## config.mk

```make
export PLATFORM = sky130hd
export DESIGN_NAME = laser_pulse_rate_detector_core
export DESIGN_NICKNAME = d
export VERILOG_FILES = /design/src/hw/rtl/lprd_pkg.sv /design/src/hw/rtl/lprd_cell.sv /design/src/hw/rtl/lprd_ctrl.sv /design/src/hw/rtl/laser_pulse_rate_detector_core.sv
export SDC_FILE = /design/constraint.sdc
export NUM_CORES = 2
export LEC_CHECK = 0
export BUFFER_PORTS_ARGS = -buffer_cell sky130_fd_sc_hd__buf_2
export CORE_ASPECT_RATIO = 1.5
export CORE_UTILIZATION = 50
export CTS_BUF_LIST = sky130_fd_sc_hd__clkbuf_4 sky130_fd_sc_hd__clkbuf_8
export CTS_CLUSTER_DIAMETER = 100
export DETAILED_ROUTE_END_ITERATION = 12
export PLACE_DENSITY = 0.66
export SETUP_SLACK_MARGIN = 0.2
export SYNTH_ARGS = -nofsm -noshare
export SYNTH_HDL_FRONTEND = slang
export SYNTH_SLANG_ARGS = --single-unit
```

## constraint.sdc

```tcl
create_clock -name clk -period 6.25 [get_ports clk]
set_input_delay 1.5625 -clock clk [delete_from_list [all_inputs] [get_ports clk]]
set_output_delay 1.5625 -clock clk [all_outputs]
set_load 0.02 [all_outputs]
```

## src/hw/rtl/lprd_pkg.sv

```systemverilog
// ----------------------------------------------------------------------------
// lprd_pkg
// Shared widths, constants, codes and bundle types of the pulse rate detector.
// ----------------------------------------------------------------------------
package lprd_pkg;

  localparam int NUM_SIDES   = 4;
  localparam int SIDE_W      = 2;
  localparam int TIME_W      = 32;
  localparam int PERIOD_W    = 19;
  localparam int COUNT_W     = 8;
  localparam int MS_W        = 9;
  localparam int HOLD_W      = 16;
  localparam int CODE_W      = 3;
  localparam int CFG_IDX_W   = 2;
  localparam int CFG_DATA_W  = 16;
  localparam int IN_TDATA_W  = 72;
  localparam int OUT_TDATA_W = 24;

  localparam logic [TIME_W-1:0]  PERIOD_LIMIT_US = 32'd500000;
  localparam logic [COUNT_W-1:0] COUNT_MAX       = '1;

  // floor(x / 1000) == (x * RECIP_MUL) >> RECIP_SHIFT for every x below 2^22
  localparam int                 RECIP_W     = 20;
  localparam logic [RECIP_W-1:0] RECIP_MUL   = 20'd536871;
  localparam int                 RECIP_SHIFT = 29;
  localparam int                 PROD_W      = PERIOD_W + RECIP_W;

  localparam logic [MS_W-1:0]    PRF_MIN_RST    = 9'd2;
  localparam logic [MS_W-1:0]    PRF_MAX_RST    = 9'd20;
  localparam logic [COUNT_W-1:0] MIN_PULSES_RST = 8'd3;
  localparam logic [HOLD_W-1:0]  HOLD_MS_RST    = 16'd3000;

  typedef enum logic [CFG_IDX_W-1:0] {
    CFG_PRF_MIN    = 2'd0,
    CFG_PRF_MAX    = 2'd1,
    CFG_MIN_PULSES = 2'd2,
    CFG_HOLD_MS    = 2'd3
  } cfg_idx_t;

  typedef enum logic [1:0] {
    ST_IDLE,
    ST_SCAN,
    ST_EMIT,
    ST_SETTLE
  } state_t;

  // token that walks the cell chain during a poll
  typedef struct packed {
    logic                active;
    logic                hit;
    logic [CODE_W-1:0]   code;
    logic [MS_W-1:0]     ms;
    logic [COUNT_W-1:0]  count;
  } scan_t;

  // pulse write broadcast to every cell
  typedef struct packed {
    logic                valid;
    logic [CODE_W-1:0]   code;
    logic [TIME_W-1:0]   time_us;
  } pulse_t;

  typedef struct packed {
    logic [MS_W-1:0]     prf_min;
    logic [MS_W-1:0]     prf_max;
    logic [COUNT_W-1:0]  min_pulses;
  } thresh_t;

endpackage

```

## src/hw/rtl/lprd_cell.sv

```systemverilog
// ----------------------------------------------------------------------------
// lprd_cell
// State of one side: last pulse time, period, count, fresh mark; one scan hop.
// ----------------------------------------------------------------------------
module lprd_cell import lprd_pkg::*; (
  input  logic              clk,
  input  logic              rst,
  input  logic [CODE_W-1:0] cell_code,
  input  pulse_t            pulse,
  input  logic              clear,
  input  thresh_t           thresh,
  input  scan_t             scan_in,
  output scan_t             scan_out
);

  logic [TIME_W-1:0]   last_time;
  logic [PERIOD_W-1:0] period;
  logic [COUNT_W-1:0]  count;
  logic                fresh;
  logic [MS_W-1:0]     ms;

  logic [TIME_W-1:0]   delta;
  logic [PROD_W-1:0]   prod;
  logic                hit_pulse;
  logic                take;
  logic                match;
  scan_t               scan_next;

  assign hit_pulse = pulse.valid && (pulse.code == cell_code);
  assign delta     = pulse.time_us - last_time;
  assign prod      = PROD_W'(period) * PROD_W'(RECIP_MUL);

  // examine this side only if the token is still looking and the side has news
  assign take  = scan_in.active && !scan_in.hit && fresh;
  assign match = take && (ms >= thresh.prf_min) && (ms <= thresh.prf_max) &&
                 (count >= thresh.min_pulses);

  always_comb begin
    scan_next = scan_in;
    if (match) begin
      scan_next.hit   = 1'b1;
      scan_next.code  = cell_code;
      scan_next.ms    = ms;
      scan_next.count = count;
    end
  end

  always_ff @(posedge clk) begin
    if (rst) begin
      last_time <= '0;
      period    <= '0;
      count     <= '0;
      fresh     <= 1'b0;
      ms        <= '0;
      scan_out  <= '0;
    end else begin
      ms       <= prod[RECIP_SHIFT +: MS_W];
      scan_out <= scan_next;
      if (hit_pulse) begin
        last_time <= pulse.time_us;
        if ((delta != '0) && (delta < PERIOD_LIMIT_US)) begin
          period <= delta[PERIOD_W-1:0];
        end
        if (count != COUNT_MAX) begin
          count <= count + 1'b1;
        end
        fresh <= 1'b1;
      end
      if (take) begin
        fresh <= 1'b0;
      end
      if (clear) begin
        period <= '0;
        count  <= '0;
      end
    end
  end

endmodule

```

## src/hw/rtl/lprd_ctrl.sv

```systemverilog
// ----------------------------------------------------------------------------
// lprd_ctrl
// Sequencer, alert hold timer and output register of the pulse rate detector.
// ----------------------------------------------------------------------------
module lprd_ctrl import lprd_pkg::*; (
  input  logic                   clk,
  input  logic                   rst,
  input  logic                   s_tvalid,
  output logic                   s_tready,
  input  logic                   req_poll,
  input  logic [TIME_W-1:0]      poll_time,
  input  logic [HOLD_W-1:0]      hold_ms,
  output scan_t                  scan_head,
  input  scan_t                  scan_tail,
  output logic                   clear,
  output logic                   m_tvalid,
  input  logic                   m_tready,
  output logic [OUT_TDATA_W-1:0] m_tdata
);

  state_t              state, state_next;
  logic [TIME_W-1:0]   poll_ms;
  scan_t               res;
  logic                hold_active;
  logic [TIME_W-1:0]   hold_start;
  logic [CODE_W-1:0]   held_code;

  logic                accept;
  logic                out_free;
  logic                emit;
  logic [TIME_W-1:0]   start_eff;
  logic [TIME_W-1:0]   elapsed;
  logic                expire;
  logic                alert_o;
  logic [CODE_W-1:0]   code_o;
  logic [MS_W-1:0]     ms_o;
  logic [COUNT_W-1:0]  count_o;

  assign out_free  = !m_tvalid || m_tready;
  assign start_eff = res.hit ? poll_ms : hold_start;
  assign elapsed   = poll_ms - start_eff;
  assign expire    = (res.hit || hold_active) && (elapsed >= TIME_W'(hold_ms));
  assign clear     = emit && expire;

  always_comb begin
    state_next = state;
    s_tready   = 1'b0;
    accept     = 1'b0;
    emit       = 1'b0;
    unique case (state)
      ST_IDLE: begin
        s_tready = 1'b1;
        accept   = s_tvalid;
        if (s_tvalid) begin
          state_next = req_poll ? ST_SCAN : ST_SETTLE;
        end
      end
      ST_SCAN: begin
        if (scan_tail.active) begin
          state_next = ST_EMIT;
        end
      end
      ST_EMIT: begin
        emit = out_free;
        if (out_free) begin
          state_next = ST_SETTLE;
        end
      end
      ST_SETTLE: begin
        state_next = ST_IDLE;
      end
      default: begin
        state_next = ST_IDLE;
      end
    endcase
  end

  always_comb begin
    alert_o = 1'b0;
    code_o  = '0;
    ms_o    = '0;
    count_o = '0;
    if (res.hit) begin
      alert_o = 1'b1;
      code_o  = res.code;
      ms_o    = res.ms;
      count_o = res.count;
    end else if (hold_active && !expire) begin
      alert_o = 1'b1;
      code_o  = held_code;
    end
  end

  always_ff @(posedge clk) begin
    if (rst) begin
      state <= ST_IDLE;
    end else begin
      state <= state_next;
    end
  end

  always_ff @(posedge clk) begin
    if (rst) begin
      scan_head   <= '0;
      res         <= '0;
      hold_active <= 1'b0;
      hold_start  <= '0;
      held_code   <= '0;
      m_tvalid    <= 1'b0;
    end else begin
      scan_head <= '0;
      if (accept && req_poll) begin
        scan_head.active <= 1'b1;
        poll_ms          <= poll_time;
      end
      if ((state == ST_SCAN) && scan_tail.active) begin
        res <= scan_tail;
      end
      if (m_tvalid && m_tready) begin
        m_tvalid <= 1'b0;
      end
      if (emit) begin
        m_tvalid    <= 1'b1;
        m_tdata     <= {{(OUT_TDATA_W - 1 - CODE_W - MS_W - COUNT_W){1'b0}},
                        count_o, ms_o, code_o, alert_o};
        hold_active <= (res.hit || hold_active) && !expire;
        if (res.hit) begin
          hold_start <= poll_ms;
          held_code  <= res.code;
        end
        if (expire) begin
          held_code <= '0;
        end
      end
    end
  end

endmodule

```

## src/hw/rtl/laser_pulse_rate_detector_core.sv

```systemverilog
// ----------------------------------------------------------------------------
// laser_pulse_rate_detector_core
// Four-side laser pulse repetition interval detector with alert hold.
// ----------------------------------------------------------------------------
// Each input transaction is either a pulse (tuser low) time-stamped in
// microseconds on one side, or a poll (tuser high) time-stamped in
// milliseconds. A pulse updates that side's cell and yields no output; the
// block then passes through ST_SETTLE before it is ready again. A poll sends
// a token down the chain of side cells, one cell per clock in priority order
// front, rear, left, right; the first side with new data whose interval lies
// in [prf_min_ms, prf_max_ms] and whose pulse count reaches min_pulses wins.
// Every poll yields exactly one output transaction; no new transaction is
// taken until the token has left the chain and m_tready frees the output. An
// alert is held for hold_ms after its trigger; when the hold runs out, counts
// and intervals of all sides are cleared. Write registers through cfg_we,
// cfg_index, cfg_data only while no transaction is in flight.
// ----------------------------------------------------------------------------
module laser_pulse_rate_detector_core import lprd_pkg::*; (
  input  logic                   clk,
  input  logic                   rst,
  // slave side
  input  logic                   s_tvalid,
  output logic                   s_tready,
  input  logic [IN_TDATA_W-1:0]  s_tdata,  // side[1:0], time_us[33:2], time_ms[65:34]
  input  logic                   s_tuser,  // req_type[0]
  // master side
  output logic                   m_tvalid,
  input  logic                   m_tready,
  output logic [OUT_TDATA_W-1:0] m_tdata,  // alert[0], alert_side[3:1],
                                           // interval_ms[12:4], pulse_count[20:13]
  // configuration
  input  logic                   cfg_we,
  input  logic [CFG_IDX_W-1:0]   cfg_index,
  input  logic [CFG_DATA_W-1:0]  cfg_data
);

  logic [MS_W-1:0]    prf_min_ms;
  logic [MS_W-1:0]    prf_max_ms;
  logic [COUNT_W-1:0] min_pulses;
  logic [HOLD_W-1:0]  hold_ms;

  logic [SIDE_W-1:0]  side;
  logic [TIME_W-1:0]  time_us;
  logic [TIME_W-1:0]  time_ms;

  thresh_t            thresh;
  pulse_t             pulse;
  logic               clear;
  scan_t              scan_link [NUM_SIDES+1];

  // unpack the slave payload
  assign side    = s_tdata[SIDE_W-1:0];
  assign time_us = s_tdata[SIDE_W +: TIME_W];
  assign time_ms = s_tdata[SIDE_W + TIME_W +: TIME_W];

  // register file, written straight from the port
  always_ff @(posedge clk) begin
    if (rst) begin
      prf_min_ms <= PRF_MIN_RST;
      prf_max_ms <= PRF_MAX_RST;
      min_pulses <= MIN_PULSES_RST;
      hold_ms    <= HOLD_MS_RST;
    end else if (cfg_we) begin
      unique case (cfg_idx_t'(cfg_index))
        CFG_PRF_MIN:    prf_min_ms <= cfg_data[MS_W-1:0];
        CFG_PRF_MAX:    prf_max_ms <= cfg_data[MS_W-1:0];
        CFG_MIN_PULSES: min_pulses <= cfg_data[COUNT_W-1:0];
        CFG_HOLD_MS:    hold_ms    <= cfg_data[HOLD_W-1:0];
        default: begin
        end
      endcase
    end
  end

  assign thresh.prf_min    = prf_min_ms;
  assign thresh.prf_max    = prf_max_ms;
  assign thresh.min_pulses = min_pulses;

  // broadcast an accepted pulse; each cell matches on its own side code
  assign pulse.valid   = s_tvalid && s_tready && !s_tuser;
  assign pulse.code    = CODE_W'(side) + CODE_W'(1);
  assign pulse.time_us = time_us;

  lprd_ctrl u_ctrl (
    .clk       (clk),
    .rst       (rst),
    .s_tvalid  (s_tvalid),
    .s_tready  (s_tready),
    .req_poll  (s_tuser),
    .poll_time (time_ms),
    .hold_ms   (hold_ms),
    .scan_head (scan_link[0]),
    .scan_tail (scan_link[NUM_SIDES]),
    .clear     (clear),
    .m_tvalid  (m_tvalid),
    .m_tready  (m_tready),
    .m_tdata   (m_tdata)
  );

  // side cells in priority order; the token hops one cell per clock
  for (genvar i = 0; i < NUM_SIDES; i++) begin : g_cell
    lprd_cell u_cell (
      .clk       (clk),
      .rst       (rst),
      .cell_code (CODE_W'(i + 1)),
      .pulse     (pulse),
      .clear     (clear),
      .thresh    (thresh),
      .scan_in   (scan_link[i]),
      .scan_out  (scan_link[i+1])
    );
  end

endmodule

```

### After elaboration in Yosys (flattened, before gate mapping)

Index checks and enable logic that the tools add are counted.
W data, S select, Z words.

| cells by class | value |
|---|---|
| $lt $le $gt $ge | 17 |
| bitwise operators | 1 |
| $add $sub $neg | 10 |
| eq/ne operators | 17 |
| $mul | 4 |
| mux-type cells | 21 |
| reduce and logical (&&, ||, !) cells | 79 |

Operators by type and width:

| operator | number |
|---|---|
| $sub A32 B32 Y32 | 5 |
| $mul A19 B20 Y38 const B | 4 |
| $lt A32 B19 Y1 const B | 4 |
| $reduce_bool A32 Y1 | 4 |
| $mux W21 | 4 |
| $logic_and A1 B1 Y1 | 37 |
| $ge A9 B9 Y1 | 4 |
| $le A9 B9 Y1 | 4 |
| $add A8 B1 Y8 const B | 4 |
| $ge A32 B16 Y1 | 1 |
| $ge A8 B8 Y1 | 4 |
| $mux W32 | 1 |
| $ne A8 B8 Y1 const B | 4 |
| $reduce_and A2 Y1 | 15 |
| $reduce_or A2 Y1 | 9 |
| $mux W3 | 4 |
| $eq A2 B2 Y1 const B | 4 |
| $mux W2 | 4 |
| $pmux W2 S4 | 1 |
| $mux W1 | 7 |
| $eq A3 B2 Y1 const B | 2 |
| $logic_not A1 Y1 | 6 |
| $eq A2 B1 Y1 const B | 2 |
| $logic_not A2 Y1 | 2 |
| other kinds (10) | 13 |

| storage, ports and cells | value |
|---|---|
| register bits after elaboration | 520 |

### Depth between registers and ports, before layout

| depth | value |
|---|---|
| depth after elaboration | 8 |
| mapped depth | 24 |
| gate-level depth less buffers | 24 |

### Hierarchy

From an unflattened synthesis, not the netlist that was laid out.

| unflattened totals | value |
|---|---|
| cell total of the unflattened synthesis | 6,131 |
| area total of the unflattened synthesis | 53,919.2 um^2 |

By module, submodules not included:

| module | area each (um^2) | seq. area each (um^2) | instances | cells an instance |
|---|---|---|---|---|
| lprd_cell (g_cell[1].u_cell) | 11,604.9 | 1,821.7 | 1 | 1,348 |
| lprd_cell (g_cell[3].u_cell) | 11,350.9 | 1,821.7 | 1 | 1,310 |
| lprd_cell (g_cell[0].u_cell) | 11,343.4 | 1,821.7 | 1 | 1,313 |
| lprd_cell (g_cell[2].u_cell) | 10,988.0 | 1,821.7 | 1 | 1,252 |
| lprd_ctrl | 6,859.1 | 2,812.7 | 1 | 734 |
| laser_pulse_rate_detector_core | 1,773.0 | 840.8 | 1 | 174 |

### Least setup slack after synthesis

Ideal clock, no wire load.

| timing | value |
|---|---|
| kind | reg-to-reg |
| from | reg g_cell[1].u_cell.period[16] |
| to | reg g_cell[1].u_cell.ms[8] |
| data required time | 6.122 ns |
| clock period less this slack | 5.644 ns |
| path buffers | 0 |
| path slack | 0.606 ns |
| cell stages (with the launch flop) | 22 |
| data arrival time | 5.516 ns |
| cell sequence | dfxtp_1 -> fa_1 -> inv_1 -> fa_1 -> inv_1 -> fa_1 -> fa_1 -> fa_1 -> inv_1 -> fa_1 -> inv_1 -> ha_1 -> nor2b_1 -> o21ai_0 -> o21ai_0 -> a31o_2 -> o311ai_0 -> a21oi_1 -> a211o_1 -> a21oi_1 -> xor2_1 -> nor2_1 |

| between the ends | value |
|---|---|
| cells in the longest elaborated chain, start to end | 1 |

RTL lines:

| item | RTL line | text |
|---|---|---|
| start: declaration | lprd_cell.sv:17 | `logic [PERIOD_W-1:0] period;` |
| start signal: assignment | lprd_cell.sv:62 | `period <= delta[PERIOD_W-1:0];` |
| $mul A19 B20 Y38 | lprd_cell.sv:31 | `assign prod = PROD_W'(period) * PROD_W'(RECIP_MUL);` |
| end signal: assignment | lprd_cell.sv:57 | `ms <= prod[RECIP_SHIFT +: MS_W];` |
| end: declaration | lprd_cell.sv:20 | `logic [MS_W-1:0] ms;` |

Every way passes these cells.
A chain may end at the register's enable or synchronous reset.

### Worst setup path in the final report

| timing | value |
|---|---|
| from | reg g_cell[2].u_cell.period[16] |
| to | reg g_cell[2].u_cell.ms[8] |

| between the ends | value |
|---|---|
| cells in the longest elaborated chain, start to end | 1 |

RTL lines:

| item | RTL line |
|---|---|
| start: declaration | lprd_cell.sv:17 |
| start signal: assignment | lprd_cell.sv:62 |
| $mul A19 B20 Y38 | lprd_cell.sv:31 |
| end signal: assignment | lprd_cell.sv:57 |
| end: declaration | lprd_cell.sv:20 |

Every way passes these cells.

==> results_dict.tcl <==
set metrics [dict create \
    status "completed" \
    drive_gt1_frac 0.0750 \
    cap_violations 0 \
    cts.sinks 515 \
    die_w_um 262 \
    ys_ff_latch 515 \
    drt_pre_antenna_iters 8 \
    routed_wl_mm 131 \
    ff2ff_path_depth 21 \
    core_area_um2 101000 \
    grt_max_degree 136 \
    cp-start-kind "flip-flop" \
    p_seq_frac 0.366 \
    clk_pin_slew_ns 0.06 \
    syn_to_final_growth_pct 8.77 \
    ant_nets 0 \
    max_freq_mhz 173 \
    rsz0062_at_grt "no" \
    rr_startpoint "g_cell[2].u_cell.period[16]" \
    tightest_slew_ns 1.30 \
    cts.path.max_buffers 3 \
    syn_inst 5862 \
    holdCritStartpoint "g_cell[3].u_cell.scan_out[12]" \
    grt_usage 0.257 \
    clk_latency_ns 0.77 \
    post_drt_wl_per_cell_um 17.9 \
    drtIter0Drc 1907 \
    intPower_mw 6.52 \
    whs_endpoint "u_ctrl.res[12]" \
    critical_path_required_ns 6.85 \
    netlist_area_um2 50900 \
    power-per-cell-area_nw_per_um2 176 \
    hold_buffers 0 \
    ctsHtreeMaxLevel 3 \
    critPathArrivalTime_ns 6.37 \
    synth_flop_cell "dfxtp_1" \
    cts-buffers-inserted 86 \
    fin_crit_sh 0.924 \
    cp-end-kind "flip-flop" \
    r2r-end "g_cell[2].u_cell.ms[8]" \
    pwr-share-comb 0.268 \
    place.gp.congestion 0.933 \
    num-nets-final 7323 \
    io_pins 122 \
    tns_ns 0 \
    vias 40300 \
    crit_type "reg -> reg" \
    die-area_um2 103000 \
    hold_violations 0 \
    synth-async-reset-ratio 0 \
    hpwl_mm 107 \
    leakage_nw 26.9 \
    antenna_found_initial 3 \
    synth.avg_cell_area_um2 8.68 \
    period_minus_slack_ns 5.77 \
    fill_cells 9440 \
    fin_skew_ns 0.0382 \
    yosys_warnings 0 \
    total_power_mw 9.76 \
    portBuffers 112 \
    relSlewSlack 0.129 \
    synthDistinctLibCells 93 \
    clock-root-buffer "clkbuf_8" \
    finalSetupViolCount 0 \
    cts_tree "yes" \
    synth_edf_count 53 \
    critPathMaxFanout 7 \
    final_common_cell "inv_1" \
    initial_core_util 0.503 \
    power_frac_clock 0.366 \
    ir_drop_mv 0.176 \
    grt_pass1_wl_mm 211 \
    first_global_vias 41000 \
    switching_power_mw 3.24 \
    hold_depth 2 \
    r2r_setup_slack_ns 0.48 \
    maxSlewViolCount 0 \
    gr-total-overflow 0 \
    hold_class "reg -> reg" \
    route.detailed.drc 0 \
    switching_share 0.332 \
    num_rows 143 \
    vias_per_cell 5.49 \
    ys_seq_area_frac 0.213 \
    final_cell_mix "958 x inv_1, 930 x ha_1, 500 x nand2_1" \
    die_h_um 393 \
]
==> metal layers <==
layer / track usage / vias to the layer above / part of all wire
met3: 0.0253 / 295 / 0.030
met2: 0.494 / 717 / 0.53
met4: 0.125 / 0 / 0.048
met1: 0.280 / 19200 / 0.40
li1: - / 20100 / -
met5: 0 / - / 0
==> sequential cells by signal (all words and copies together), names as in the netlist <==
signal,cells
g_cell.u_cell.count,32
g_cell.u_cell.fresh,4
g_cell.u_cell.last_time,128
g_cell.u_cell.ms,36
g_cell.u_cell.period,76
g_cell.u_cell.scan_out,83
hold_ms,16
min_pulses,8
prf_max_ms,9
prf_min_ms,9
u_ctrl.held_code,3
u_ctrl.hold_active,1
u_ctrl.hold_start,32
u_ctrl.m_tdata,21
u_ctrl.m_tvalid,1
u_ctrl.poll_ms,32
u_ctrl.res,21
u_ctrl.scan_head,1
u_ctrl.state,2
==> power by group through the flow <==
stage                     Combinational [mW]  Sequential, mW  Clock (mW)
after floorplan                         1.87            3.65           0
after global placement                  2.55            3.64           0
after detailed placement                2.59            3.65           0
after CTS                               2.60            3.58        3.67
after global routing                    2.90            3.59        3.79
final                                   2.61            3.58        3.57
==> cells in the mapped netlist (all sizes together) (56+ instances only) <==
cell type | number | share of area
clkbuf | 160 | 0.012
a21o | 129 | 0.019
a21oi | 397 | 0.039
nor3 | 85 | 0.0084
nor2b | 67 | 0.0082
and2 | 56 | 0.0069
nand3 | 77 | 0.0076
nand2 | 500 | 0.037
a211oi | 77 | 0.012
dfxtp | 462 | 0.18
o21ai | 142 | 0.014
ha | 930 | 0.23
nor2 | 441 | 0.033
inv | 958 | 0.071
xor2 | 59 | 0.010
xnor2 | 83 | 0.014
o21a | 67 | 0.0099
fa | 329 | 0.13
mux2i | 168 | 0.033
==> repair_timing <==
| item | 4_1_cts | 5_1_grt |
|---|---|---|
| gates resized for setup | 0 | 22 |
| setup endpoints to repair | 0 | 68 |
| hold endpoints to repair | 0 | 0 |
| setup buffers | 0 | 2 |
==> worst max path at each step <==
stage,start,depth (start not counted),end
after global placement,s_tdata[16],16,g_cell[0].u_cell.period[7]
after global routing,g_cell[1].u_cell.period[17],24,g_cell[1].u_cell.ms[8]
after detailed placement,s_tdata[2],16,g_cell[3].u_cell.period[13]
after CTS,g_cell[0].u_cell.period[8],21,g_cell[0].u_cell.ms[1]
after floorplan,g_cell[1].u_cell.period[16],21,g_cell[1].u_cell.ms[8]
final,g_cell[2].u_cell.period[16],21,g_cell[2].u_cell.ms[8]
==> critical path, cell delays in order (launching register included) <==
cell       delay [ns]
dfxtp_1          0.33
buf_4            0.18
ha_1             0.31
ha_1             0.27
inv_1            0.05
fa_1             0.53
inv_1            0.08
fa_1             0.54
inv_1            0.06
fa_1             0.51
fa_1             0.55
inv_1            0.04
ha_1             0.24
or4_1            0.53
a221oi_1         0.22
o31a_1           0.33
nor3_2           0.11
o2111ai_2        0.21
nand3_1          0.16
a31oi_2          0.20
xor2_1           0.16
nor2_1           0.05
==> metrics by stage <==
step | setup slack, ns | instances | hold slack, ns | utilization | area [um2]
floorplan | 0.606 | 5864 | 0.406 | - | 50900
global placement | 0.297 | 7182 | 0.422 | 0.526 | 53200
detailed placement | 0.212 | 7182 | 0.423 | 0.526 | 53200
CTS | 0.278 | 7340 | 0.431 | 0.547 | 55200
global route | 0.196 | 7344 | 0.450 | 0.547 | 55300
finish | 0.477 | 7345 | 0.431 | 0.548 | 55300
==> logic make-up after synthesis <==
logic type | after synthesis | share of synthesized area
AND/OR/NAND/NOR | 1491 | 0.136
AO/OA/AOI/OAI | 1123 | 0.145
multiplexers | 182 | 0.0364
buffers and inverters | 1149 | 0.0868
XOR/XNOR | 142 | 0.0244
flip-flops | 515 | 0.213
other | 1 | 0.0000737
adder cells (fa/ha/maj) | 1259 | 0.358
==> final cells by class <==
cell class | count | area, um2 | share of cell area
tap | 1305 | 1630 | 0.0295
timing repair buffer | 207 | 1430 | 0.0258
inverter | 958 | 3600 | 0.0650
antenna | 2 | 5.00 | 0.0000904
clock buffer | 132 | 1680 | 0.0303
multi-input combinational | 4200 | 35800 | 0.646
sequential | 515 | 10900 | 0.196
clock inverter | 26 | 387 | 0.00699
No activity file was read; power rests on OpenSTA's default activity.
